### src/design/mp3_wola_pkg.sv
// Shared types, constants, cosine ROM and arithmetic helpers of the IMDCT block.
`default_nettype none

package mp3_wola_pkg;

    localparam int NUM_CHANNELS = 2;
    localparam int NUM_SUBBANDS = 32;
    localparam int LINES        = 18;
    localparam int ROWS         = NUM_CHANNELS * NUM_SUBBANDS;
    localparam int ROW_W        = (ROWS > 1) ? $clog2(ROWS) : 1;
    localparam int ADDR_W       = $clog2(ROWS * LINES);
    localparam int ACC_W        = 38;

    localparam logic [1:0] BT_NORMAL = 2'd0;
    localparam logic [1:0] BT_START  = 2'd1;
    localparam logic [1:0] BT_SHORT  = 2'd2;
    localparam logic [1:0] BT_STOP   = 2'd3;

    localparam logic [63:0] DEC_SCALE = 64'd1000000000;

    typedef logic signed [31:0]      q24_t;
    typedef logic signed [ACC_W-1:0] acc_t;
    typedef logic [0:36][63:0]       cos_dec_t;
    typedef logic [0:36][31:0]       cos_rom_t;

    typedef struct packed {
        logic clear;
        logic valid;
    } mac_ctl_t;

    typedef struct packed {
        logic wr_en;
        logic set_valid;
    } ovl_ctl_t;

    // cos(pi*j/72), nine decimals
    localparam cos_dec_t COS_DEC = '{
        64'd1000000000, 64'd999048222, 64'd996194698, 64'd991444861, 64'd984807753,
        64'd976296007,  64'd965925826, 64'd953716951, 64'd939692621, 64'd923879533,
        64'd906307787,  64'd887010833, 64'd866025404, 64'd843391446, 64'd819152044,
        64'd793353340,  64'd766044443, 64'd737277337, 64'd707106781, 64'd675590208,
        64'd642787610,  64'd608761429, 64'd573576436, 64'd537299608, 64'd500000000,
        64'd461748613,  64'd422618262, 64'd382683432, 64'd342020143, 64'd300705800,
        64'd258819045,  64'd216439614, 64'd173648178, 64'd130526192, 64'd87155743,
        64'd43619387,   64'd0
    };

    function automatic cos_rom_t build_cos_rom();
        cos_rom_t    rom;
        logic [63:0] tmp;
        for (int j = 0; j < 37; j++)
        begin
            tmp    = COS_DEC[j] * 64'd1073741824 + 64'd500000000;
            rom[j] = 32'(tmp / DEC_SCALE);
        end
        return rom;
    endfunction

    // Q1.30 cosine ROM
    localparam cos_rom_t COS_ROM = build_cos_rom();

    function automatic q24_t sat32(input logic signed [39:0] x);
        if (x > 40'sd2147483647)
            return 32'sh7FFFFFFF;
        else if (x < -40'sd2147483648)
            return 32'sh80000000;
        else
            return x[31:0];
    endfunction

    function automatic logic signed [33:0] round_q30(input logic signed [63:0] p);
        logic signed [63:0] tmp;
        tmp = p + 64'sd536870912;
        return $signed(tmp[63:30]);
    endfunction

    // cos(pi*m/72) for m in 0..143, folded onto the quarter-wave ROM
    function automatic q24_t cos_q30(input logic [7:0] m);
        logic [7:0]  r;
        logic        neg;
        logic [5:0]  idx;
        q24_t        v;
        r   = (m > 8'd72) ? 8'd144 - m : m;
        neg = (r > 8'd36);
        idx = neg ? 6'(8'd72 - r) : 6'(r);
        v   = $signed(COS_ROM[idx]);
        return neg ? -v : v;
    endfunction

endpackage

`default_nettype wire

### src/design/mp3_wola_mac.sv
// Pipelined multiply, Q30 round and accumulate unit.
`default_nettype none

module mp3_wola_mac (
    input  logic                   clk,
    input  logic                   rst_n,
    input  mp3_wola_pkg::mac_ctl_t ctl,
    input  mp3_wola_pkg::q24_t     data,
    input  mp3_wola_pkg::q24_t     coef,
    output mp3_wola_pkg::acc_t     acc
);
    import mp3_wola_pkg::*;

    logic               v1_reg;
    logic               v2_reg;
    q24_t               a_reg;
    q24_t               c_reg;
    logic signed [63:0] prod_reg;
    acc_t               acc_reg;
    acc_t               acc_next;

    always_comb
    begin
        acc_next = acc_reg;
        if (ctl.clear)
            acc_next = '0;
        else if (v2_reg)
            acc_next = acc_reg + ACC_W'(round_q30(prod_reg));
    end

    always_ff @(posedge clk or negedge rst_n)
    begin
        if (!rst_n)
        begin
            v1_reg <= 1'b0;
            v2_reg <= 1'b0;
        end
        else
        begin
            v1_reg <= ctl.valid;
            v2_reg <= v1_reg;
        end
    end

    always_ff @(posedge clk)
    begin
        a_reg    <= data;
        c_reg    <= coef;
        prod_reg <= a_reg * c_reg;
        acc_reg  <= acc_next;
    end

    assign acc = acc_reg;

endmodule

`default_nettype wire

### config.mk
export PLATFORM = sky130hd
export DESIGN_NAME = mp3_wola_mac
export DESIGN_NICKNAME = d
export VERILOG_FILES = /design/src/design/mp3_wola_pkg.sv /design/src/design/mp3_wola_mac.sv
export SDC_FILE = /design/constraint.sdc
export NUM_CORES = 2
export LEC_CHECK = 0
export BUFFER_PORTS_ARGS = -buffer_cell sky130_fd_sc_hd__buf_2
export CAP_MARGIN = 20
export CORE_ASPECT_RATIO = 0.5
export CORE_UTILIZATION = 48
export DETAILED_ROUTE_END_ITERATION = 10
export GPL_ROUTABILITY_DRIVEN = 1
export PLACE_DENSITY_LB_ADDON = 0.05
export SLEW_MARGIN = 20
export SYNTH_ARGS = -nofsm -noshare
export SYNTH_HDL_FRONTEND = slang
export SYNTH_SLANG_ARGS = --single-unit
### constraint.sdc
create_clock -name clk -period 7.4 [get_ports clk]
set_clock_uncertainty 0.1 [all_clocks]
set_input_delay 0.37 -clock clk [delete_from_list [all_inputs] [get_ports clk]]
set_output_delay 0.37 -clock clk [all_outputs]
set_load 0.01 [all_outputs]
==> metrics.md <==
| Metric | Value |
|---|---|
| Number of flip-flops in the largest register | 38 |
| Critical path endpoint category | flip-flop |
| Yosys warns | 0 |
| DIE AREA | roughly 87000 um2 |
| Tmin final | about 7.8 ns |
| Final setup margin | -0.362 ns |
| Core Region | between 80000 and 90000 um2 |
| WP buf/inv | 5 |
| Avg WL per Cell | 22.0 um |
| Most frequent cells in the layout | 1046 x fa_1, 962 x inv_1, 539 x nand2_1 |
| Req. time, crit path | 7.74 ns |
| Largest net degree at the start of global routing | 63 |
| Register area | approximately 2900 um2 |
| Multi-input gate area | 34600 um2 |
| Critical Path Slowest Stage Cell | fa_1 |
| Mapped Nets | between 5000 and 6000 |
| Status | finished, violations left |
| Fin nets | 6170 |
| Type of the worst min-delay path | in -> async |
| Post-route cell area | roughly 49000 um2 |
| Post-synthesis cell type count | 67 |
| Max layer used | met5 |
| Die width | around 420 um |
| Worst-Margin Slew | between 1 and 1.5 ns |
| Vias in the first global route | 33527 |
| Post-synth EDFFs | 0 |
| Fin. max-slew vios | 0 |
| Remaining global-route overflow | 0 |
| WS Path Type | reg -> reg |
| Cell taking the most area after synthesis | fa_1 |
| TritonRoute pass-1 iters | 5 |
| Clock Latency Late Sink | 0.54 ns |
| Max cap viols | 0 |
| ANT nets after route | 0 |
| CP max stage delay | about 0.59 ns |
| Critical path arrival | roughly 8.1 ns |
| Wirelength, routed | roughly 130000 um |
| Clock sink count | roughly 140 |
| CTS Buffer Depth | 2 |
| H-Tree Depth | 4 |
| Share of post-route cells with drive strength above 1 | ~17% |
| Failing checks | negative setup slack |
| # rows | 75 |
| Via/cell ratio | 5.19 |
| DP HPWL | between 100000 and 150000 um |
| Asr flop ratio synth | under 10% |
| GRT Resource Usage Total | 30.9% |
| Synth area leaders | fa_1 53%, inv_1 9.0%, and2_1 7.7% |
| CTS Buf Count | 17 |
| # DRC | 0 |
| Average size of a mapped cell | about 9.5 um2 |
| Detailed Route Iter0 Violations | between 1500 and 2000 |
| Top-Level Pins | between 100 and 150 |
| Initial antenna violation count | 14 |
| Die H | ~210 um |
| Post-synthesis cell count | 4336 |
| Slew margin rel. | between 30 and 40% |
| Placed cell area | between 40000 and 50000 um2 |
| Final Hold Vio Count | 0 |
| Share of the cycle needed by the critical path after routing | 105% |
| Met3 Wirelength | around 7500 um |
| Clock-pin slew on the worst setup and hold paths | around 0.080 ns |
| Sequential area share after synthesis | under 10% |
| Routed wl met2 | around 63000 um |
| Initial Util | about half |
| FMAX | 129 MHz |
| CP Launch Type | flip-flop |
| Root buf cell | clkbuf_16 |
| Layout area overhead | 18.9% |
| Syn Std Cell Area | around 41000 um2 |
| First-pass GRT wire length | approximately 200000 um |
| Max FO, Critical Path | 5 |
| Wl on met1 | 56400 um |
| #FFs+latches synth | 139 |
| TritonCTS clock tree | done |
| Top_reg_cell synth | dfxtp_1 |
| Area share of the largest cell type after synthesis | 52.6% |
| CP most frequent cell | fa_1 |
| Buffers on Ports | approximately 110 |
| Crit. path cell count | 25 |
| Most common cell after layout, fill and taps aside | fa_1 |
| RSZ-0062 raised after global routing | yes |
| Top delay family on crit path | adder cells |
| Worst reg2reg path depth | 25 |
| GPL Wtd Cong | between 0.9 and 1 |
| Final setup fails | 18 |
| Vias | roughly 30000 |
| Layout fillers | 7500 |
## final timing paths
kind                                      to  slack (ns)  startpoint
min in group clk                      v2_reg        0.26      v1_reg
worst max register to register  prod_reg[62]       -0.36   a_reg[11]
max in group asynchronous             v2_reg        7.04       rst_n
worst min-delay path                  v2_reg        0.05       rst_n
worst max-delay path            prod_reg[62]       -0.36   a_reg[11]
worst min register to register        v2_reg        0.26      v1_reg
## layout make-up
cell class                 instances  share of cell area [%]
antenna                            6                  0.0306
clock inverter                    13                   0.266
inverter                         984                    7.55
multi-input combinational       3004                    70.7
clock buffer                      19                   0.884
timing repair buffer             656                    11.9
tap                             1116                    2.85
sequential                       139                    5.85
## synthesized netlist by cell type, drive strengths merged (15+ instances only)
cell type     n
a21o         39
a21oi        78
and2        507
and3         20
clkbuf      207
dfxtp       137
fa         1082
ha          218
inv         984
mux2i        23
nand2       553
nand2b       28
nand3        31
nand4        16
nor2         72
nor2b        27
nor3         15
o21a         15
o21ai        47
xnor2        75
xor2         33
## cells by family (layout without fill, tap and decap cells)
group                      count (synthesis)  after routing  share of synthesized area [%]
and+or+nand+nor                         1301           1301                           16.0
AOI/OAI and AO/OA                        271            271                           4.32
xor gates and xnor gates                 108            108                           2.30
other                                      0              6                              0
adders and majority gates               1300           1300                           59.2
buffers and inverters                   1193           1672                           10.9
DFF                                      139            139                           6.78
muxes                                     24             24                          0.586
## timing repair
action	in CTS	in global routing
endpoints found under the hold margin	67	0
hold buffers	66	0
gates resized for setup	110	133
pin swaps	51	38
buffers inserted	23	24
endpoints found under the setup margin	31	31
cloned	1	4
## through the flow
step,TNS [ns],hold WS [ns],util (%),instances,setup WS [ns]
after floorplan,0,-0.0256,-,4336,0.0389
after global placement,-9.70,0.0563,55.0,5786,-0.526
after detailed placement,-10.84,0.0597,55.0,5786,-0.619
after CTS,-2.40,0.0196,57.2,5908,-0.287
after global routing,-6.62,0.0482,58.1,5936,-0.495
final,-3.02,0.0546,58.1,5937,-0.362
## layer usage
layer	track usage (%)	vias to the layer above
li1	-	13576
met1	41.8	16149
met2	51.5	918
met3	4.54	156
met4	9.63	2
met5	0	-
Power is left out: the tool's default activity adds up to more than one toggle a clock period on the data nets, which glitch-free logic cannot reach.
