--- src/design/mp3_wola_pkg.sv ---
// Shared types, constants, cosine ROM and arithmetic helpers of the IMDCT block.
`default_nettype none

package mp3_wola_pkg;

    localparam int NUM_CHANNELS = 2;
    localparam int NUM_SUBBANDS = 32;
    localparam int LINES        = 18;
    localparam int ROWS         = NUM_CHANNELS * NUM_SUBBANDS;
    localparam int ROW_W        = (ROWS > 1) ? $clog2(ROWS) : 1;
    localparam int ADDR_W       = $clog2(ROWS * LINES);
    localparam int ACC_W        = 38;

    localparam logic [1:0] BT_NORMAL = 2'd0;
    localparam logic [1:0] BT_START  = 2'd1;
    localparam logic [1:0] BT_SHORT  = 2'd2;
    localparam logic [1:0] BT_STOP   = 2'd3;

    localparam logic [63:0] DEC_SCALE = 64'd1000000000;

    typedef logic signed [31:0]      q24_t;
    typedef logic signed [ACC_W-1:0] acc_t;
    typedef logic [0:36][63:0]       cos_dec_t;
    typedef logic [0:36][31:0]       cos_rom_t;

    typedef struct packed {
        logic clear;
        logic valid;
    } mac_ctl_t;

    typedef struct packed {
        logic wr_en;
        logic set_valid;
    } ovl_ctl_t;

    // cos(pi*j/72), nine decimals
    localparam cos_dec_t COS_DEC = '{
        64'd1000000000, 64'd999048222, 64'd996194698, 64'd991444861, 64'd984807753,
        64'd976296007,  64'd965925826, 64'd953716951, 64'd939692621, 64'd923879533,
        64'd906307787,  64'd887010833, 64'd866025404, 64'd843391446, 64'd819152044,
        64'd793353340,  64'd766044443, 64'd737277337, 64'd707106781, 64'd675590208,
        64'd642787610,  64'd608761429, 64'd573576436, 64'd537299608, 64'd500000000,
        64'd461748613,  64'd422618262, 64'd382683432, 64'd342020143, 64'd300705800,
        64'd258819045,  64'd216439614, 64'd173648178, 64'd130526192, 64'd87155743,
        64'd43619387,   64'd0
    };

    function automatic cos_rom_t build_cos_rom();
        cos_rom_t    rom;
        logic [63:0] tmp;
        for (int j = 0; j < 37; j++)
        begin
            tmp    = COS_DEC[j] * 64'd1073741824 + 64'd500000000;
            rom[j] = 32'(tmp / DEC_SCALE);
        end
        return rom;
    endfunction

    // Q1.30 cosine ROM
    localparam cos_rom_t COS_ROM = build_cos_rom();

    function automatic q24_t sat32(input logic signed [39:0] x);
        if (x > 40'sd2147483647)
            return 32'sh7FFFFFFF;
        else if (x < -40'sd2147483648)
            return 32'sh80000000;
        else
            return x[31:0];
    endfunction

    function automatic logic signed [33:0] round_q30(input logic signed [63:0] p);
        logic signed [63:0] tmp;
        tmp = p + 64'sd536870912;
        return $signed(tmp[63:30]);
    endfunction

    // cos(pi*m/72) for m in 0..143, folded onto the quarter-wave ROM
    function automatic q24_t cos_q30(input logic [7:0] m);
        logic [7:0]  r;
        logic        neg;
        logic [5:0]  idx;
        q24_t        v;
        r   = (m > 8'd72) ? 8'd144 - m : m;
        neg = (r > 8'd36);
        idx = neg ? 6'(8'd72 - r) : 6'(r);
        v   = $signed(COS_ROM[idx]);
        return neg ? -v : v;
    endfunction

endpackage

`default_nettype wire

--- src/design/mp3_wola_cell.sv ---
// One line cell of the rotating coefficient ring.
`default_nettype none

module mp3_wola_cell (
    input  logic               clk,
    input  logic               load_en,
    input  mp3_wola_pkg::q24_t load_data,
    input  logic               shift_en,
    input  mp3_wola_pkg::q24_t shift_in,
    output mp3_wola_pkg::q24_t value
);
    import mp3_wola_pkg::*;

    q24_t value_reg;
    q24_t value_next;

    always_comb
    begin
        value_next = value_reg;
        if (load_en)
            value_next = load_data;
        else if (shift_en)
            value_next = shift_in;
    end

    always_ff @(posedge clk)
    begin
        value_reg <= value_next;
    end

    assign value = value_reg;

endmodule

`default_nettype wire

--- config.mk ---
export PLATFORM = sky130hd
export DESIGN_NAME = mp3_wola_cell
export DESIGN_NICKNAME = d
export VERILOG_FILES = /design/src/design/mp3_wola_pkg.sv /design/src/design/mp3_wola_cell.sv
export SDC_FILE = /design/constraint.sdc
export NUM_CORES = 1
export LEC_CHECK = 0
export ABC_CLOCK_PERIOD_IN_PS = 2040
export BUFFER_PORTS_ARGS = -buffer_cell sky130_fd_sc_hd__buf_2
export CAP_MARGIN = 0
export CORE_ASPECT_RATIO = 0.8
export CORE_MARGIN = 4
export CORE_UTILIZATION = 41
export DETAILED_ROUTE_END_ITERATION = 16
export PLACE_DENSITY = 0.79
export SLEW_MARGIN = 40
export SYNTH_ARGS = -nofsm -noshare
export SYNTH_HDL_FRONTEND = slang
export SYNTH_SLANG_ARGS = --single-unit
--- constraint.sdc ---
create_clock -name clk -period 2.04 [get_ports clk]
set_input_delay 0.408 -clock clk [delete_from_list [all_inputs] [get_ports clk]]
set_output_delay 0.408 -clock clk [all_outputs]
set_load 0.1 [all_outputs]
==> results of run 1 <==
-- cell type report --
| cell class | instances | area, sq um |
|---|---|---|
| timing repair buffer | 102 | 546 |
| multi-input combinational | 33 | 475 |
| fill | 285 | 1380 |
| clock buffer | 6 | 72.6 |
| clock inverter | 1 | 5.00 |
| sequential | 32 | 961 |
| tap | 42 | 52.6 |
-- power by group --
part	internal, W	switching, W
clock network	0.000231	0.000203
registers	0.000807	0.0000151
logic	0.000171	0.000610
total	0.00121	0.000828
-- metal layers --
| metal | vias up | routed length, microns |
|---|---|---|
| met4 | 0 | 56 |
| met1 | 452 | 1040 |
| li1 | 475 | - |
| met3 | 8 | 427 |
| met2 | 69 | 1610 |
| met5 | - | 0 |
-- cells in the final DEF (no fill, tap or decap) --
| master | synthesis | routed |
|---|---|---|
| buf_12 | 3 | 2 |
| buf_2 | 0 | 98 |
| buf_4 | 0 | 2 |
| clkbuf_1 | 0 | 1 |
| clkbuf_8 | 0 | 5 |
| clkinv_2 | 0 | 1 |
| edfxtp_1 | 32 | 32 |
| mux2_2 | 3 | 3 |
| mux2_4 | 29 | 29 |
| or2_1 | 1 | 1 |
-- worst max path at each step --
stage                      endpoint  depth (start not counted)  slack [ns]
after floorplan            value[0]                          3        0.22
after global placement    value[14]                          3        0.52
after detailed placement   value[7]                          3        0.49
after CTS                  value[5]                          1        0.58
after global routing      value[17]                          1        0.55
final                      value[5]                          1        0.60
-- stage by stage --
stage	std cells	power [W]	setup slack [ns]
CTS	216	0.00206	0.580
finish	216	0.00204	0.598
global route	216	0.00213	0.553
global placement	209	0.00161	0.520
detailed placement	209	0.00162	0.486
floorplan	69	0.00149	0.219
-- logic make-up after synthesis --
logic type	Yosys count	synth area share
buffers and inverters	4	0.0473
flip-flops	32	0.637
AND/OR/NAND/NOR	1	0.00415
multiplexers	32	0.311
==> flow_metrics.py, run 1 <==
metrics = {
    "status": {
        "outcome": "complete, no violations",
    },
    "drt": {
        "drc": 0,
        "drtIter0Drc": 55,
        "dr_total_vias": 1004,
        "first_pass_iters": 3,
        "wire_per_inst_microns": 14.5,
        "wirelength_microns": 3130,
        "via_per_inst": 4.65,
        "antenna_left": 0,
    },
    "final_layout": {
        "final_util": 0.604,
        "nets": 241,
        "layout-drive-gt1-share": 0.805,
        "area_growth_pct": 40.1,
        "diodes": 0,
        "largest_reg_flops": 32,
        "design_area_sq_um": 2110,
    },
    "grt": {
        "grt.met3_usage": 0.0661,
        "grt_pass1_vias": 1073,
        "grt_use_met1": 0.134,
        "use_met2": 0.232,
        "top_usage_layer": "met2",
        "grt_max_degree": 33,
        "antenna_found_initial": 0,
        "grt_pass1_wl_microns": 4810,
        "gr-usage-all-layers": 0.138,
        "grt_overflow": 0,
    },
    "hold_path": {
        "min_path_cells": 2,
        "holdPathEnd": "value[10]",
        "hold_path_class": "in -> reg",
        "hp-start": "shift_in[10]",
    },
    "pwr": {
        "peakVddDrop_mv": 0.425,
        "leakage_nw": 1.03,
        "power.density_nw_per_um2": 965,
    },
    "setup_path": {
        "slowest_delay_ns": 0.42,
        "crit_family": "buffers and inverters",
        "crit_start": "value[5]",
        "crit_chain": "buf_2",
        "worst-endpoint-required_ns": 1.63,
        "path_buf_inv": 1,
        "critPathKind": "reg -> out",
        "slowest_stage": "buf_2",
        "cp-end-kind": "output port",
        "worst-path-max-fanout": 1,
        "cp.arrival_ns": 1.03,
        "crit_path_start_kind": "flip-flop",
    },
    "floorplan": {
        "die_w_microns": 75.8,
        "rows": 19,
        "start_util": 0.431,
        "coreArea_sq_um": 3490,
        "die_area_sq_um": 4720,
        "io_pins": 99,
        "die_y_microns": 62.2,
    },
    "sta": {
        "period_share": 0.707,
        "slew_headroom": 0.668,
        "finalSetupTns_ns": 0,
        "period_needed_ns": 1.44,
        "setup_viol": 0,
        "fmax_mhz": 694,
        "rsz0062_at_grt": "no",
        "maxSlewViolCount": 0,
        "whs_ns": 0.434,
        "tightest_slew_ns": 0.502,
        "finalHoldViolations": 0,
    },
    "placement": {
        "portBuffers": 98,
        "hpwl_microns": 2440,
        "place_area_sq_um": 2030,
        "globalplace.congestion": 0.657,
    },
    "cts": {
        "cts_resized": 0,
        "hold_buffers": 0,
        "htreeDepth": 2,
        "clk_path_buf_depth": 2,
        "cts.clk_slew.worst_paths_ns": 0.06,
        "cts_tree": "done",
        "clockRootBuffer": "clkbuf_8",
        "clock-sinks": 32,
        "cts_setup_buffers": 0,
        "cts_buffers": 5,
    },
    "synthesis": {
        "synthTopCellsByCount": "edfxtp_1, mux2_4, buf_12, mux2_2",
        "synth.area.top_cells": "edfxtp_1, mux2_4, buf_12",
        "synth-seq-cells": 32,
        "ys_types": 6,
        "avgSynthCellArea_sq_um": 21.9,
        "ys_seq_area_frac": 0.637,
        "syn_nets": 136,
        "ys_warn_count": 0,
        "yosysMostFrequentCell": "edfxtp_1",
        "async_reset_ff_frac": 0,
        "synth_top_area_cell": "edfxtp_1",
        "yosysTopAreaCellShare": 0.637,
        "ys.flop_type": "edfxtp_1",
        "synth_cells": 69,
        "synth-edff-count": 32,
        "syn_area_sq_um": 1510,
    },
    "job": {
        "max_cap_violations": 0,
    },
}
Power figures use the tool's default switching activity.
==> inputs of run 2 (changes only) <==
ABC_CLOCK_PERIOD_IN_PS = 1300   (was 2040)
CORE_UTILIZATION = 37   (was 41)
PLACE_DENSITY = 0.76   (was 0.79)
clock period = 1.3 ns   (was 2.04 ns; I/O delays follow)
==> run 2 against run 1 <==
First-iteration DRC count decreased by 31%. Power increased by 78%. Final cell count increased by 5.6%.
==> flow_metrics.py, run 2 (synthesis results as in run 1) <==
metrics = {
    "grt": {
        "gr-usage-all-layers": 0.141,
        "grt_overflow": 0,
        "grt_max_degree": 33,
        "grt_pass1_wl_microns": 5250,
        "antenna_found_initial": 0,
        "grt_pass1_vias": 1102,
    },
    "final_layout": {
        "final_util": 0.671,
        "mostFrequentLayoutCells": "buf_2, buf_12, edfxtp_1, mux2_4, clkbuf_8",
        "layout_commonest_cell": "buf_2",
        "diodes": 0,
        "area_growth_pct": 71.5,
        "largest_reg_flops": 32,
        "final_cells": 228,
        "nets": 239,
        "layout-drive-gt1-share": 0.798,
    },
    "pwr": {
        "leakage_nw": 1.19,
        "peakVddDrop_mv": 0.792,
        "switching_power_w": 0.00138,
        "power.density_nw_per_um2": 1400,
        "p_int_w": 0.00225,
        "p_seq_frac": 0.377,
        "swShare": 0.380,
        "comb_power_share": 0.431,
        "p_clk_frac": 0.192,
    },
    "placement": {
        "post-place-ws_ns": 0.0513,
        "place_inst": 220,
        "globalplace.congestion": 0.703,
        "portBuffers": 98,
    },
    "drt": {
        "dr_total_vias": 985,
        "dr_wl_met2_microns": 1960,
        "via_per_inst": 4.32,
        "first_pass_iters": 2,
        "drc": 0,
        "met1Wirelength_microns": 1130,
        "wirelength_microns": 3430,
        "wire_per_inst_microns": 15.1,
        "antenna_left": 0,
        "top_layer": "met4",
        "wl_met3_microns": 320,
        "drtIter0Drc": 38,
    },
    "sta": {
        "finalSetupTns_ns": 0,
        "setup_ws_ns": 0.151,
        "setup_viol": 0,
        "fmax_mhz": 870,
        "rsz0062_at_grt": "no",
        "finalHoldViolations": 0,
        "maxSlewViolCount": 0,
        "tightest_slew_ns": 0.430,
        "slew_headroom": 0.713,
        "period_needed_ns": 1.15,
        "period_share": 0.884,
        "whs_ns": 0.286,
    },
    "cts": {
        "cts.clk_slew.worst_paths_ns": 0.06,
        "cts_resized": 0,
        "hold_buffers": 0,
        "clockRootBuffer": "clkbuf_8",
        "htreeDepth": 2,
        "cts_setup_buffers": 0,
        "cts_buffers": 5,
        "clock-sinks": 32,
        "cts_tree": "done",
        "clk_path_buf_depth": 2,
    },
    "status": {
        "outcome": "complete, no violations",
    },
    "setup_path": {
        "crit_path_start_kind": "flip-flop",
        "crit_family": "flip-flops",
        "path_buf_inv": 1,
        "cp.arrival_ns": 0.89,
        "worst-path-max-fanout": 1,
        "critPathKind": "reg -> out",
        "slowest_stage": "edfxtp_1",
        "cp-end-kind": "output port",
        "worst-endpoint-required_ns": 1.04,
        "slowest_delay_ns": 0.43,
        "crit_chain": "buf_12",
    },
    "floorplan": {
        "io_pins": 99,
        "coreArea_sq_um": 3850,
        "die_area_sq_um": 5170,
        "die_w_microns": 79.4,
        "die_y_microns": 65.1,
        "rows": 20,
        "start_util": 0.391,
    },
    "hold_path": {
        "hold_path_class": "in -> reg",
    },
    "job": {
        "max_cap_violations": 0,
    },
}
-- run 2: area by class of cell --
type | instances | area, sq um
Clock inverter | 1 | 3.75
Sequential cell | 32 | 961
Fill cell | 289 | 1270
Clock buffer | 7 | 76.3
Multi-Input combinational cell | 33 | 478
Timing Repair Buffer | 100 | 998
Tap cell | 55 | 68.8
-- run 2: worst paths after layout --
| path | cells after the start | slack, ns | to | startpoint |
|---|---|---|---|---|
| min | 2 | 0.29 | value[7] | load_data[7] |
| max | 1 | 0.15 | value[4] | value[4] |
-- run 2: routing by layer --
layer / vias up / GRT usage
li1: 472 / -
met2: 48 / 0.274
met1: 463 / 0.129
met5: - / 0
met4: 0 / 0.0451
met3: 2 / 0.0644
-- run 2: stage by stage --
step	power, W	instance area (sq um)
2_1_floorplan	0.00233	1510
3_3_place_gp	0.00294	2510
3_5_place_dp	0.00297	2510
4_1_cts	0.00367	2590
5_1_grt	0.00376	2590
6_report	0.00363	2590
-- run 2: power groups by stage --
stage / registers [W] / clock network [W] / logic (W)
after floorplan: 0.00215 / 0 / 0.000184
after global placement: 0.00139 / 0 / 0.00156
after detailed placement: 0.00139 / 0 / 0.00158
after CTS: 0.00137 / 0.000716 / 0.00158
after global routing: 0.00138 / 0.000779 / 0.00160
final: 0.00137 / 0.000697 / 0.00157
